[src/design/vfs_pkg.sv]
// Package for the valve flush sequencer.
// Holds the command, phase, event and register index codes, and the field widths.
// It depends on nothing else.
`timescale 1ns / 1ps

package vfs_pkg;

  // Field widths
  localparam int unsigned CmdW   = 2;
  localparam int unsigned TickW  = 16;
  localparam int unsigned DriveW = 4;
  localparam int unsigned ShownW = 3;
  localparam int unsigned EventW = 3;
  localparam int unsigned PhaseW = 3;
  localparam int unsigned CfgIdxW = 1;

  // Command codes
  localparam logic [CmdW-1:0] CmdStart = 2'd0;
  localparam logic [CmdW-1:0] CmdTick  = 2'd1;
  localparam logic [CmdW-1:0] CmdStop  = 2'd2;

  // Sequencer phases
  localparam logic [PhaseW-1:0] PhIdle  = 3'd0;
  localparam logic [PhaseW-1:0] PhPre   = 3'd1;
  localparam logic [PhaseW-1:0] PhValve = 3'd2;
  localparam logic [PhaseW-1:0] PhGap   = 3'd3;
  localparam logic [PhaseW-1:0] PhAll   = 3'd4;

  // Event codes
  localparam logic [EventW-1:0] EvNone      = 3'd0;
  localparam logic [EventW-1:0] EvStarted   = 3'd1;
  localparam logic [EventW-1:0] EvRejected  = 3'd2;
  localparam logic [EventW-1:0] EvAborted   = 3'd3;
  localparam logic [EventW-1:0] EvCompleted = 3'd4;

  // Configuration register indexes and reset values
  localparam logic [CfgIdxW-1:0] RegValveTicks = 1'd0;
  localparam logic [CfgIdxW-1:0] RegAllTicks   = 1'd1;
  localparam logic [TickW-1:0]   ValveTicksReset = 16'd50;
  localparam logic [TickW-1:0]   AllTicksReset   = 16'd100;

  // All valve drives on
  localparam logic [DriveW-1:0] DriveAll = 4'hF;

endpackage

[src/design/valve_flush_sequencer_core.sv]
`timescale 1ns / 1ps
// Valve flush sequencer core.
//
// Input channel (in_valid_i / in_ready_o) carries one beat per command: start,
// one 100 ms tick, or stop, with the system_busy flag. Output channel
// (out_valid_o / out_ready_i) returns exactly one result beat per input beat:
// pump drive, valve drive mask, shown valve, flushing flag and event code.
// Configuration channel (cfg_valid_i / cfg_ready_o) writes valve_ticks (index 0)
// or all_ticks (index 1); it is always ready; the user must write it only while idle,
// which the block itself does not enforce.
// An input beat is held in the input register; the state update and result are then
// computed in one pass and land in the result register. Throughput is one beat per
// cycle while the receiver does not stall; all zero-length waits that expire on a
// tick resolve within that single pass.
//
// Reset puts the sequencer idle with pump and valves off and loads the default
// tick counts (50 and 100). When the receiver stalls, the result register holds
// and the input register takes one more beat before in_ready_o drops.
//
// Depends on vfs_pkg.

module valve_flush_sequencer_core #(
  parameter int unsigned VALVE_COUNT = 4,
  parameter int unsigned ROUND_COUNT = 2
) (
  input  logic                           clk_i,
  input  logic                           rst_ni,
  // Command channel
  input  logic                           in_valid_i,
  output logic                           in_ready_o,
  input  logic [vfs_pkg::CmdW-1:0]       cmd_i,
  input  logic                           system_busy_i,
  // Result channel
  output logic                           out_valid_o,
  input  logic                           out_ready_i,
  output logic                           pump_on_o,
  output logic [vfs_pkg::DriveW-1:0]     valve_mask_o,
  output logic [vfs_pkg::ShownW-1:0]     shown_valve_o,
  output logic                           flushing_o,
  output logic [vfs_pkg::EventW-1:0]     event_res_o,
  // Configuration channel
  input  logic                           cfg_valid_i,
  output logic                           cfg_ready_o,
  input  logic [vfs_pkg::CfgIdxW-1:0]    cfg_index_i,
  input  logic [vfs_pkg::TickW-1:0]      cfg_data_i
);

  import vfs_pkg::*;

  localparam int unsigned VW = $clog2(VALVE_COUNT + 1);
  localparam int unsigned RW = $clog2(ROUND_COUNT + 1);
  // Longest chain of expired waits in one tick: open, close, gap, all open
  localparam int unsigned ChainSteps = 4;

  // Configuration
  logic [TickW-1:0] valve_ticks_q, all_ticks_q;

  // Input register
  logic            s1_valid_q;
  logic [CmdW-1:0] s1_cmd_q;
  logic            s1_busy_q;

  // Sequencer state
  logic [PhaseW-1:0] phase_q, phase_d;
  logic [VW-1:0]     vidx_q, vidx_d;
  logic [RW-1:0]     ridx_q, ridx_d;
  logic [TickW-1:0]  wait_q, wait_d;
  logic [DriveW-1:0] drive_q, drive_d;
  logic              pump_q, pump_d;
  logic [ShownW-1:0] shown_q, shown_d;
  logic [EventW-1:0] event_d;

  // Result register
  logic              out_valid_q;
  logic              pump_out_q;
  logic [DriveW-1:0] drive_out_q;
  logic [ShownW-1:0] shown_out_q;
  logic              flush_out_q;
  logic [EventW-1:0] event_out_q;

  logic fire;

  // Move a beat into the result register when it is empty or being drained
  assign fire       = s1_valid_q && (!out_valid_q || out_ready_i);
  assign in_ready_o = !s1_valid_q || fire;
  assign cfg_ready_o = 1'b1;

  // Write configuration registers
  always_ff @(posedge clk_i or negedge rst_ni) begin
    if (!rst_ni) begin
      valve_ticks_q <= ValveTicksReset;
      all_ticks_q   <= AllTicksReset;
    end else if (cfg_valid_i) begin
      case (cfg_index_i)
        RegValveTicks: valve_ticks_q <= cfg_data_i;
        RegAllTicks:   all_ticks_q   <= cfg_data_i;
        default: ;
      endcase
    end
  end

  // Hold the accepted command beat
  always_ff @(posedge clk_i or negedge rst_ni) begin
    if (!rst_ni) begin
      s1_valid_q <= 1'b0;
    end else if (in_ready_o) begin
      s1_valid_q <= in_valid_i;
    end
  end

  always_ff @(posedge clk_i) begin
    if (in_ready_o && in_valid_i) begin
      s1_cmd_q  <= cmd_i;
      s1_busy_q <= system_busy_i;
    end
  end

  // Apply the command, then on a tick run every action whose wait has expired
  always_comb begin
    logic run;
    phase_d = phase_q;
    vidx_d  = vidx_q;
    ridx_d  = ridx_q;
    wait_d  = wait_q;
    drive_d = drive_q;
    pump_d  = pump_q;
    shown_d = shown_q;
    event_d = EvNone;
    run     = 1'b0;

    if (phase_q == PhIdle) begin
      if (s1_cmd_q == CmdStart) begin
        if (s1_busy_q) begin
          event_d = EvRejected;
        end else begin
          pump_d  = 1'b1;
          drive_d = DriveAll;
          shown_d = '0;
          vidx_d  = '0;
          ridx_d  = '0;
          phase_d = PhPre;
          wait_d  = TickW'(1);
          event_d = EvStarted;
        end
      end
    end else if (s1_cmd_q == CmdTick) begin
      if (wait_d != '0) wait_d = wait_d - TickW'(1);
      run = 1'b1;
    end else if (s1_cmd_q == CmdStop) begin
      phase_d = PhIdle;
      vidx_d  = '0;
      ridx_d  = '0;
      wait_d  = '0;
      drive_d = '0;
      pump_d  = 1'b0;
      shown_d = '0;
      event_d = EvAborted;
    end

    for (int k = 0; k < ChainSteps; k++) begin
      if (run && phase_d != PhIdle && wait_d == '0) begin
        case (phase_d)
          PhPre: begin
            // Open the current valve; indexes past the drive width have no bit
            drive_d = drive_d | (DriveW'(1) << vidx_d);
            shown_d = ShownW'(vidx_d) + ShownW'(1);
            phase_d = PhValve;
            wait_d  = valve_ticks_q;
          end
          PhValve: begin
            drive_d = drive_d & ~(DriveW'(1) << vidx_d);
            shown_d = '0;
            if (vidx_d == VW'(VALVE_COUNT - 1)) begin
              vidx_d = '0;
              if (ridx_d == RW'(ROUND_COUNT - 1)) begin
                ridx_d  = '0;
                phase_d = PhGap;
                wait_d  = valve_ticks_q;
              end else begin
                ridx_d  = ridx_d + RW'(1);
                phase_d = PhPre;
                wait_d  = TickW'(1);
              end
            end else begin
              vidx_d  = vidx_d + VW'(1);
              phase_d = PhPre;
              wait_d  = TickW'(1);
            end
          end
          PhGap: begin
            drive_d = DriveAll;
            shown_d = '0;
            phase_d = PhAll;
            wait_d  = all_ticks_q;
          end
          default: begin
            // All-open time is over: switch everything off
            phase_d = PhIdle;
            vidx_d  = '0;
            ridx_d  = '0;
            wait_d  = '0;
            drive_d = '0;
            pump_d  = 1'b0;
            shown_d = '0;
            event_d = EvCompleted;
          end
        endcase
      end
    end
  end

  // Advance sequencer state once per beat
  always_ff @(posedge clk_i or negedge rst_ni) begin
    if (!rst_ni) begin
      phase_q <= PhIdle;
      vidx_q  <= '0;
      ridx_q  <= '0;
      wait_q  <= '0;
      drive_q <= '0;
      pump_q  <= 1'b0;
      shown_q <= '0;
    end else if (fire) begin
      phase_q <= phase_d;
      vidx_q  <= vidx_d;
      ridx_q  <= ridx_d;
      wait_q  <= wait_d;
      drive_q <= drive_d;
      pump_q  <= pump_d;
      shown_q <= shown_d;
    end
  end

  // Result register valid
  always_ff @(posedge clk_i or negedge rst_ni) begin
    if (!rst_ni) begin
      out_valid_q <= 1'b0;
    end else if (fire) begin
      out_valid_q <= 1'b1;
    end else if (out_ready_i) begin
      out_valid_q <= 1'b0;
    end
  end

  // Result register payload
  always_ff @(posedge clk_i) begin
    if (fire) begin
      pump_out_q  <= pump_d;
      drive_out_q <= drive_d;
      shown_out_q <= shown_d;
      flush_out_q <= (phase_d != PhIdle);
      event_out_q <= event_d;
    end
  end

  assign out_valid_o   = out_valid_q;
  assign pump_on_o     = pump_out_q;
  assign valve_mask_o  = drive_out_q;
  assign shown_valve_o = shown_out_q;
  assign flushing_o    = flush_out_q;
  assign event_res_o   = event_out_q;

endmodule
[config.mk]
export PLATFORM = sky130hd
export DESIGN_NAME = valve_flush_sequencer_core
export DESIGN_NICKNAME = d
export VERILOG_FILES = /design/src/design/vfs_pkg.sv /design/src/design/valve_flush_sequencer_core.sv
export SDC_FILE = /design/constraint.sdc
export NUM_CORES = 1
export LEC_CHECK = 0
export BUFFER_PORTS_ARGS = -buffer_cell sky130_fd_sc_hd__buf_4
export CORE_MARGIN = 2
export CORE_UTILIZATION = 66
export CTS_BUF_LIST = sky130_fd_sc_hd__clkbuf_2 sky130_fd_sc_hd__clkbuf_4 sky130_fd_sc_hd__clkbuf_8
export DETAILED_ROUTE_END_ITERATION = 10
export PLACE_DENSITY = 0.86
export SLEW_MARGIN = 10
export SYNTH_ARGS = -nofsm -noshare
export SYNTH_HDL_FRONTEND = slang
export SYNTH_SLANG_ARGS = --single-unit
[constraint.sdc]
create_clock -name clk_i -period 8.03 [get_ports clk_i]
set_input_delay 0.4015 -clock clk_i [delete_from_list [all_inputs] [get_ports clk_i]]
set_output_delay 0.4015 -clock clk_i [all_outputs]
set_load 0.01 [all_outputs]
# Word level (Yosys, flattened, before mapping)
# Index checks and enable logic that the tools add are counted.
[totals]
mem_bits_ro = 0
output_inout_bits = 15
word_cells = 240
input_bits = 25
latchBits = 0
register_bits = 81
ram_bits = 0
n_memories = 0
[op_classes]
magnitude_cmp = 0
eq_ne = 22
shift = 4
multipliers = 0
n_reduce_logical = 37
add_sub_neg = 9
bitwise = 13
muxes = 137
div_mod_pow = 0
[ops]
columns = ["op", "count"]
rows = [
  ["$mux 16", 18],
  ["$pmux 16 s3", 4],
  ["$mux 3", 48],
  ["$logic_not 16->1", 4],
  ["$mux 2", 25],
  ["$pmux 4 s3", 4],
  ["$eq 3x2->1 const B", 12],
  ["$mux 4", 9],
  ["$pmux 3 s3", 4],
  ["$pmux 3 s2", 4],
  ["$mux 1", 17],
  ["$and 4x4->4", 4],
  ["$not 4->4", 4],
  ["$or 4x4->4", 4],
  ["$pmux 2 s2", 4],
  ["$reduce_bool 16->1", 1],
  ["$shl 1x3->4 const A", 4],
  ["$sub 16x1->16 const B", 1],
  ["$reduce_bool 3->1", 5],
  ["$add 3x1->3 const B", 4],
  ["$eq 3x1->1 const B", 4],
  ["$reduce_or 3->1", 4],
  ["$eq 2x1->1 const B", 5],
  ["$logic_and 1x1->1", 10],
  ["10 further kinds", 19],
]

# Depth between registers and ports, before layout
[logic_depth]
word_depth = 25
depth_mapped = 28
depth_no_buf = 23

# Worst setup path after synthesis
# No wires, ideal clock.
[synth_path]
path_kind = "flip-flop to flip-flop"
start = "reg wait_q[0]"
end = "reg pump_out_q, in the netlist pump_on_o, data pin"
path_stages_with_launch = 29
n_path_buf = 5
t_arrival_ps = 5115
required_time_ps = 7776
setup_ps = 254
period_less_slack_ps = 5369
slack_ps = 2661
cell_sequence = "dfrtp_1 > buf_6 > inv_1 > ha_1 > and3b_1 > clkbuf_1 > and2_1 > a211o_1 > nand3_1 > or4_4 > nand3b_4 > buf_6 > buf_6 > nor3_1 > nor2_1 > a21oi_1 > inv_1 > ha_1 > ha_1 > a21boi_0 > o31a_1 > nand2_1 > o21ai_2 > and2_1 > buf_2 > a32o_1 > nor4_4 > a211o_1 > nor2_1"
[synth_between]
elab_chain_cells = 21
elab_cells_between_ends = 75
cone_classes = "add/sub: 3; eq/ne: 13; mux: 40; reduce/logical: 19"
[synth_rtl]
columns = ["element", "line_no", "rtl"]
rows = [
  ["start: declaration", "valve_flush_sequencer_core.sv:67", "logic [TickW-1:0] wait_q, wait_d;"],
  ["start signal: assignment", "valve_flush_sequencer_core.sv:226", "wait_q <= wait_d;"],
  ["$sub 16x1->16 or $reduce_bool 16->1 (tied branches)", "valve_flush_sequencer_core.sv:147", "if (wait_d != '0) wait_d = wait_d - TickW'(1);"],
  ["$mux 16", "valve_flush_sequencer_core.sv:147", ""],
  ["$mux 16", "valve_flush_sequencer_core.sv:146", "end else if (s1_cmd_q == CmdTick) begin"],
  ["$mux 16 (*)", "valve_flush_sequencer_core.sv:131", "if (phase_q == PhIdle) begin"],
  ["$logic_not 16->1", "valve_flush_sequencer_core.sv:161", "if (run && phase_d != PhIdle && wait_d == '0) begin"],
  ["$logic_and 1x1->1", "valve_flush_sequencer_core.sv:161", ""],
  ["$mux 2", "valve_flush_sequencer_core.sv:161", ""],
  ["$add 2x1->2 or $eq 2x1->1 (tied branches)", "valve_flush_sequencer_core.sv:180, valve_flush_sequencer_core.sv:175", ""],
  ["[6 not listed]", "-", ""],
  ["$mux 3", "valve_flush_sequencer_core.sv:173", "if (vidx_d == VW'(VALVE_COUNT - 1)) begin"],
  ["$pmux 3 s3", "valve_flush_sequencer_core.sv:162", "case (phase_d)"],
  ["$mux 3", "valve_flush_sequencer_core.sv:161", ""],
  ["$eq 3x2->1, or another cell as far along", "valve_flush_sequencer_core.sv:162", ""],
  ["$reduce_or 3->1 (no source line) or $logic_and 1x1->1 (tied branches)", "-", ""],
  ["$mux 1 or $logic_and 1x1->1 (tied branches)", "valve_flush_sequencer_core.sv:162, valve_flush_sequencer_core.sv:161", ""],
  ["$mux 1 (*)", "valve_flush_sequencer_core.sv:161", ""],
  ["net pump_d", "valve_flush_sequencer_core.sv:69", "logic pump_q, pump_d;"],
  ["end signal: assignment", "valve_flush_sequencer_core.sv:247", "pump_out_q <= pump_d;"],
  ["end: declaration", "valve_flush_sequencer_core.sv:75", "logic pump_out_q;"],
]
# The timed path passes the listed nets; every way through them passes the cells marked *.
# A chain may end at the register's enable or synchronous reset.

# Worst setup path after layout
[layout_path]
start = "reg phase_q[0]"
end = "reg pump_out_q, in the netlist pump_on_o, data pin"
[layout_between]
elab_chain_cells = 21
elab_cells_between_ends = 101
cone_classes = "add/sub: 4; eq/ne: 18; mux: 56; reduce/logical: 23"
[layout_rtl]
columns = ["element", "line_no", "rtl"]
rows = [
  ["start: declaration", "valve_flush_sequencer_core.sv:64", "logic [PhaseW-1:0] phase_q, phase_d;"],
  ["start signal: assignment", "valve_flush_sequencer_core.sv:215", "phase_q <= PhIdle;"],
  ["start signal: assignment", "valve_flush_sequencer_core.sv:223", "phase_q <= phase_d;"],
  ["$logic_not 3->1, or another cell as far along", "valve_flush_sequencer_core.sv:131", ""],
  ["$mux 2, or another cell as far along", "valve_flush_sequencer_core.sv:131", ""],
  ["$add 2x1->2, or another cell as far along", "valve_flush_sequencer_core.sv:180", "ridx_d = ridx_d + RW'(1);"],
  ["$mux 2, or another cell as far along", "valve_flush_sequencer_core.sv:175", "if (ridx_d == RW'(ROUND_COUNT - 1)) begin"],
  ["$mux 2, or another cell as far along", "valve_flush_sequencer_core.sv:173", ""],
  ["$pmux 2 s2 or $logic_and 1x1->1 (tied branches)", "valve_flush_sequencer_core.sv:162, valve_flush_sequencer_core.sv:161", ""],
  ["$mux 2", "valve_flush_sequencer_core.sv:161", ""],
  ["$add 2x1->2 or $eq 2x1->1 (tied branches)", "valve_flush_sequencer_core.sv:180, valve_flush_sequencer_core.sv:175", ""],
  ["[6 not listed]", "-", ""],
  ["$mux 3", "valve_flush_sequencer_core.sv:173", ""],
  ["$pmux 3 s3", "valve_flush_sequencer_core.sv:162", ""],
  ["$mux 3", "valve_flush_sequencer_core.sv:161", ""],
  ["$eq 3x2->1, or another cell as far along", "valve_flush_sequencer_core.sv:162", ""],
  ["$reduce_or 3->1 (no source line) or $logic_and 1x1->1 (tied branches)", "-", ""],
  ["$mux 1 or $logic_and 1x1->1 (tied branches)", "valve_flush_sequencer_core.sv:162, valve_flush_sequencer_core.sv:161", ""],
  ["$mux 1 (*)", "valve_flush_sequencer_core.sv:161", ""],
  ["net pump_d", "valve_flush_sequencer_core.sv:69", ""],
]
# Marks and branches as above.

==> key figures <==
Finish
  – Number of nets in the final layout: 747
  – Post-synthesis to final-layout area growth: 7.09%
  – Final non-filler cell area: 6440 sq um
  – Most frequent standard cell in the layout excluding fill and tap cells: sky130_fd_sc_hd__nand2_1
  – Final cell count without fillers: about 800
  – Diodes inserted: 0
  – Proportion of layout cells with a drive suffix above 1: a little under a fifth
  – Most used cells in the layout excluding fill and tap cells: sky130_fd_sc_hd__nand2_1 (80), sky130_fd_sc_hd__nor2_1 (73), sky130_fd_sc_hd__dfrtp_1 (60)

STA
  – Final critical-path required period: between 6 and 7 ns
  – Fmax: around 140 MHz
  – Transition time at the pin with the least slew margin: about 1.1 ns
  – Clock skew: 0.0167 ns
  – Portion of the clock cycle consumed by the worst path in the final layout: 86.7%
  – Number of max-slew violations in the final report: 0
  – Hold Fails Final Rpt: 0
  – Post-route worst setup slack: ~1.1 ns
  – Worst slew margin relative to its limit: about 27%
  – Unrepaired setup endpoints after global routing: false
  – Post-route setup TNS: 0 ns
  – Final setup violation count: 0

Setup path
  – Critical path data required time: about 8.2 ns
  – Sort of element at the end of the critical path: flip-flop
  – Slowest cell on crit path: sky130_fd_sc_hd__nor4_4
  – R2R setup slack: approximately 1.1 ns
  – Startpoint kind of the worst setup timing path: flip-flop
  – Count of cell instances traversed by the critical path: 23
  – Peak fanout along the critical path: 13
  – Buf/Inv on CP: 4
  – Critical register-to-register path startpoint: phase_q[0]
  – Critical path's top delay family: simple AND/OR/NAND/NOR gates
  – Endpoint arrival time on the critical path: ~7 ns
  – Critical path class: flip-flop to flip-flop
  – Critical path, cell by cell: nor3_2, buf_4, mux2i_1, buf_4, nand2_1, inv_1, ha_1, ha_1, nand2_1, nor4b_1, buf_4, nor2_1, o2bb2ai_1, a31oi_1, nand2_1, or3_1, nor2_1, a311o_1, nor4_2, o211ai_1, nor4_4, a211o_1, nor2_1
  – Reg-to-Reg End: pump_on_o
  – Largest stage delay on the critical path: roughly 0.60 ns
  – Reg2Reg Depth: 23

Routing
  – Vias per Instance: 7.26
  – Via Count: 5970
  – # DRC: 0
  – Detailed-route wire length per cell: 22.3 um
  – First-pass iteration count of the detailed router: 6
  – Initial DRC Count: a little under 900
  – Count of nets left with antenna violations after detail routing: 0
  – Total wire length after detailed routing: approximately 18000 um

Yosys
  – Mapped Avg Cell Area: about 8.6 sq um
  – Proportion of netlist area held by the largest area contributor: between 20% and 30%
  – Primary flip-flop cell chosen by synthesis mapping: sky130_fd_sc_hd__dfrtp_1
  – Distinct cells, synth: 84
  – Synthesized netlist cell count: about 700
  – Post-synthesis net count: 740
  – Post-Syn Area: between 6000 and 7000 sq um
  – Cell taking the most area after synthesis: sky130_fd_sc_hd__dfrtp_1
  – Count of flip-flops with a built-in enable after synthesis: 15
  – YS warnings: 0
  – Proportion of synthesized chip area in sequential cells: between 30% and 40%
  – Top post-synthesis cells by area: sky130_fd_sc_hd__dfrtp_1 (25%), sky130_fd_sc_hd__edfxtp_1 (7.5%), sky130_fd_sc_hd__mux2_2 (6.2%), sky130_fd_sc_hd__nand2_1 (5.0%), sky130_fd_sc_hd__nor2_1 (4.6%)
  – Share of synthesized registers carrying an async set or reset: 81.5%
  – FF+latch count, synth: 81

Power
  – Maximum resistive drop on vdd: 0.000197 V
  – Total power: around 2 mW
  – Power density over the cells: about 310 nW/um^2
  – Leakage: roughly 2.6 nW

Global route
  – First-pass GRT wire length: ~29000 um
  – Antenna violations before repair: 0
  – Maximum number of pins on one net before global-route repair: 67
  – All-Layer GR Usage: approximately 38%
  – GR Overflow Total: 0
  – Via count of the first global-routing pass: around 5500

Floorplanning
  – Total Die Area: around 9900 sq um
  – Die span in y: roughly 99 um
  – I/O pins: 40
  – Total number of placement rows: 34
  – Core Box Area: 8760 sq um
  – Width of the die: between 90 and 100 um
  – Starting utilization of the core area: between 60% and 70%

Clocking
  – Clock net sink count: 81
  – Htree depth: 3
  – Resize count post-CTS: 0
  – Clk Latency, worst-skew pair: between 0.3 and 0.4 ns
  – Number of buffers added to fix hold violations after cts: 0
  – Buffer type at the clock tree root: sky130_fd_sc_hd__clkbuf_8
  – Post-CTS repair timing setup buffer count: 0
  – TritonCTS clock tree: yes
  – Clock input transition at the sequential cells of the worst setup and hold paths: ~0.10 ns
  – Clock buffers created by TritonCTS: 9
  – Clock tree buffer depth: 2

Placement
  – Placement-stage worst setup slack: 1.39 ns
  – Cell count after placement: around 810
  – Post-DP HPWL: roughly 13000 um
  – Final weighted congestion in routability-driven placement: roughly 1.1
  – Area of placed instances: a little over 6000 sq um
  – Number of port buffers: 38

Flow run
  – Max Cap Violations: 0

Status
  – Run status: finished clean

Hold path
  – Worst hold-check path type: primary input to asynchronous set/reset pin
-- how the worst max path moves through the flow --
stage                     from         to
finish              phase_q[0]  pump_on_o
global route        phase_q[0]  pump_on_o
CTS                 phase_q[0]  pump_on_o
detailed placement  phase_q[0]  pump_on_o
global placement    phase_q[0]  pump_on_o
floorplan            wait_q[0]  pump_on_o
-- Yosys cell counts (all sizes together) (11+ instances only) --
| cell type | instances |
|---|---|
| a21oi | 54 |
| a22oi | 16 |
| buf | 21 |
| clkbuf | 27 |
| dfrtp | 60 |
| edfxtp | 15 |
| ha | 13 |
| inv | 16 |
| mux2 | 33 |
| nand2 | 80 |
| nand3 | 17 |
| nand4 | 11 |
| nor2 | 74 |
| nor3 | 32 |
| nor4 | 23 |
| o21ai | 43 |
| o31ai | 16 |
-- routing by layer --
layer / vias to the layer above / share of wire, % / GRT usage (%)
met5: - / 0 / 0
met4: 0 / 4.3 / 14.2
met3: 96 / 14 / 8.08
met2: 497 / 43 / 55.8
met1: 2761 / 39 / 54.2
li1: 2616 / - / -
-- sequential cells by signal, summed over array words and instances (netlist names) --
register       count
all_ticks_q       16
drive_q            4
event_res_o        3
flushing_o         1
out_valid_o        1
phase_q            3
pump_on_o          1
pump_q             1
ridx_q             2
s1_busy_q          1
s1_cmd_q           2
s1_valid_q         1
shown_q            3
shown_valve_o      3
valve_mask_o       4
valve_ticks_q     16
vidx_q             3
wait_q            16
-- layout make-up --
class	instances	area, sq um
clock buffers	10	138
well taps	108	135
flip-flops and latches	81	2110
fillers	659	2320
inverters	16	60.1
clock inverters	6	75.1
multi-input cells	557	3600
repair buffers	44	330
-- worst register-to-register path: cells and delay by family, from the launching register on --
family          cells  cell delay, ns
simple gates       11            3.13
buf+inv             4            0.92
flops               1            0.55
fa+ha+maj           2            0.40
compound gates      5            1.19
mux                 1            0.52
-- cells by family (layout without fill, tap and decap cells) --
kind of cell | Yosys count | in the layout | synth area share [%]
simple gates | 303 | 303 | 27.4
buf+inv | 64 | 76 | 5.26
fa+ha+maj | 13 | 13 | 2.70
xor+xnor | 2 | 2 | 0.291
flops | 81 | 81 | 35.1
mux | 38 | 38 | 7.01
other cells | 1 | 1 | 0.0623
compound gates | 200 | 200 | 22.2
-- through the flow --
step | util (%) | hold slack [ns]
2_1_floorplan | - | 0.106
3_3_place_gp | 71.1 | 0.464
3_5_place_dp | 71.1 | 0.478
4_1_cts | 73.5 | 0.161
5_1_grt | 73.5 | 0.210
6_report | 73.5 | 0.132
-- power by group --
part,total [mW],switching (mW),internal [mW]
sequential,0.655,0.142,0.512
clock,0.327,0.170,0.157
combinational,1.05,0.678,0.369
total,2.03,0.990,1.04
No activity file was read; power rests on OpenSTA's default activity.
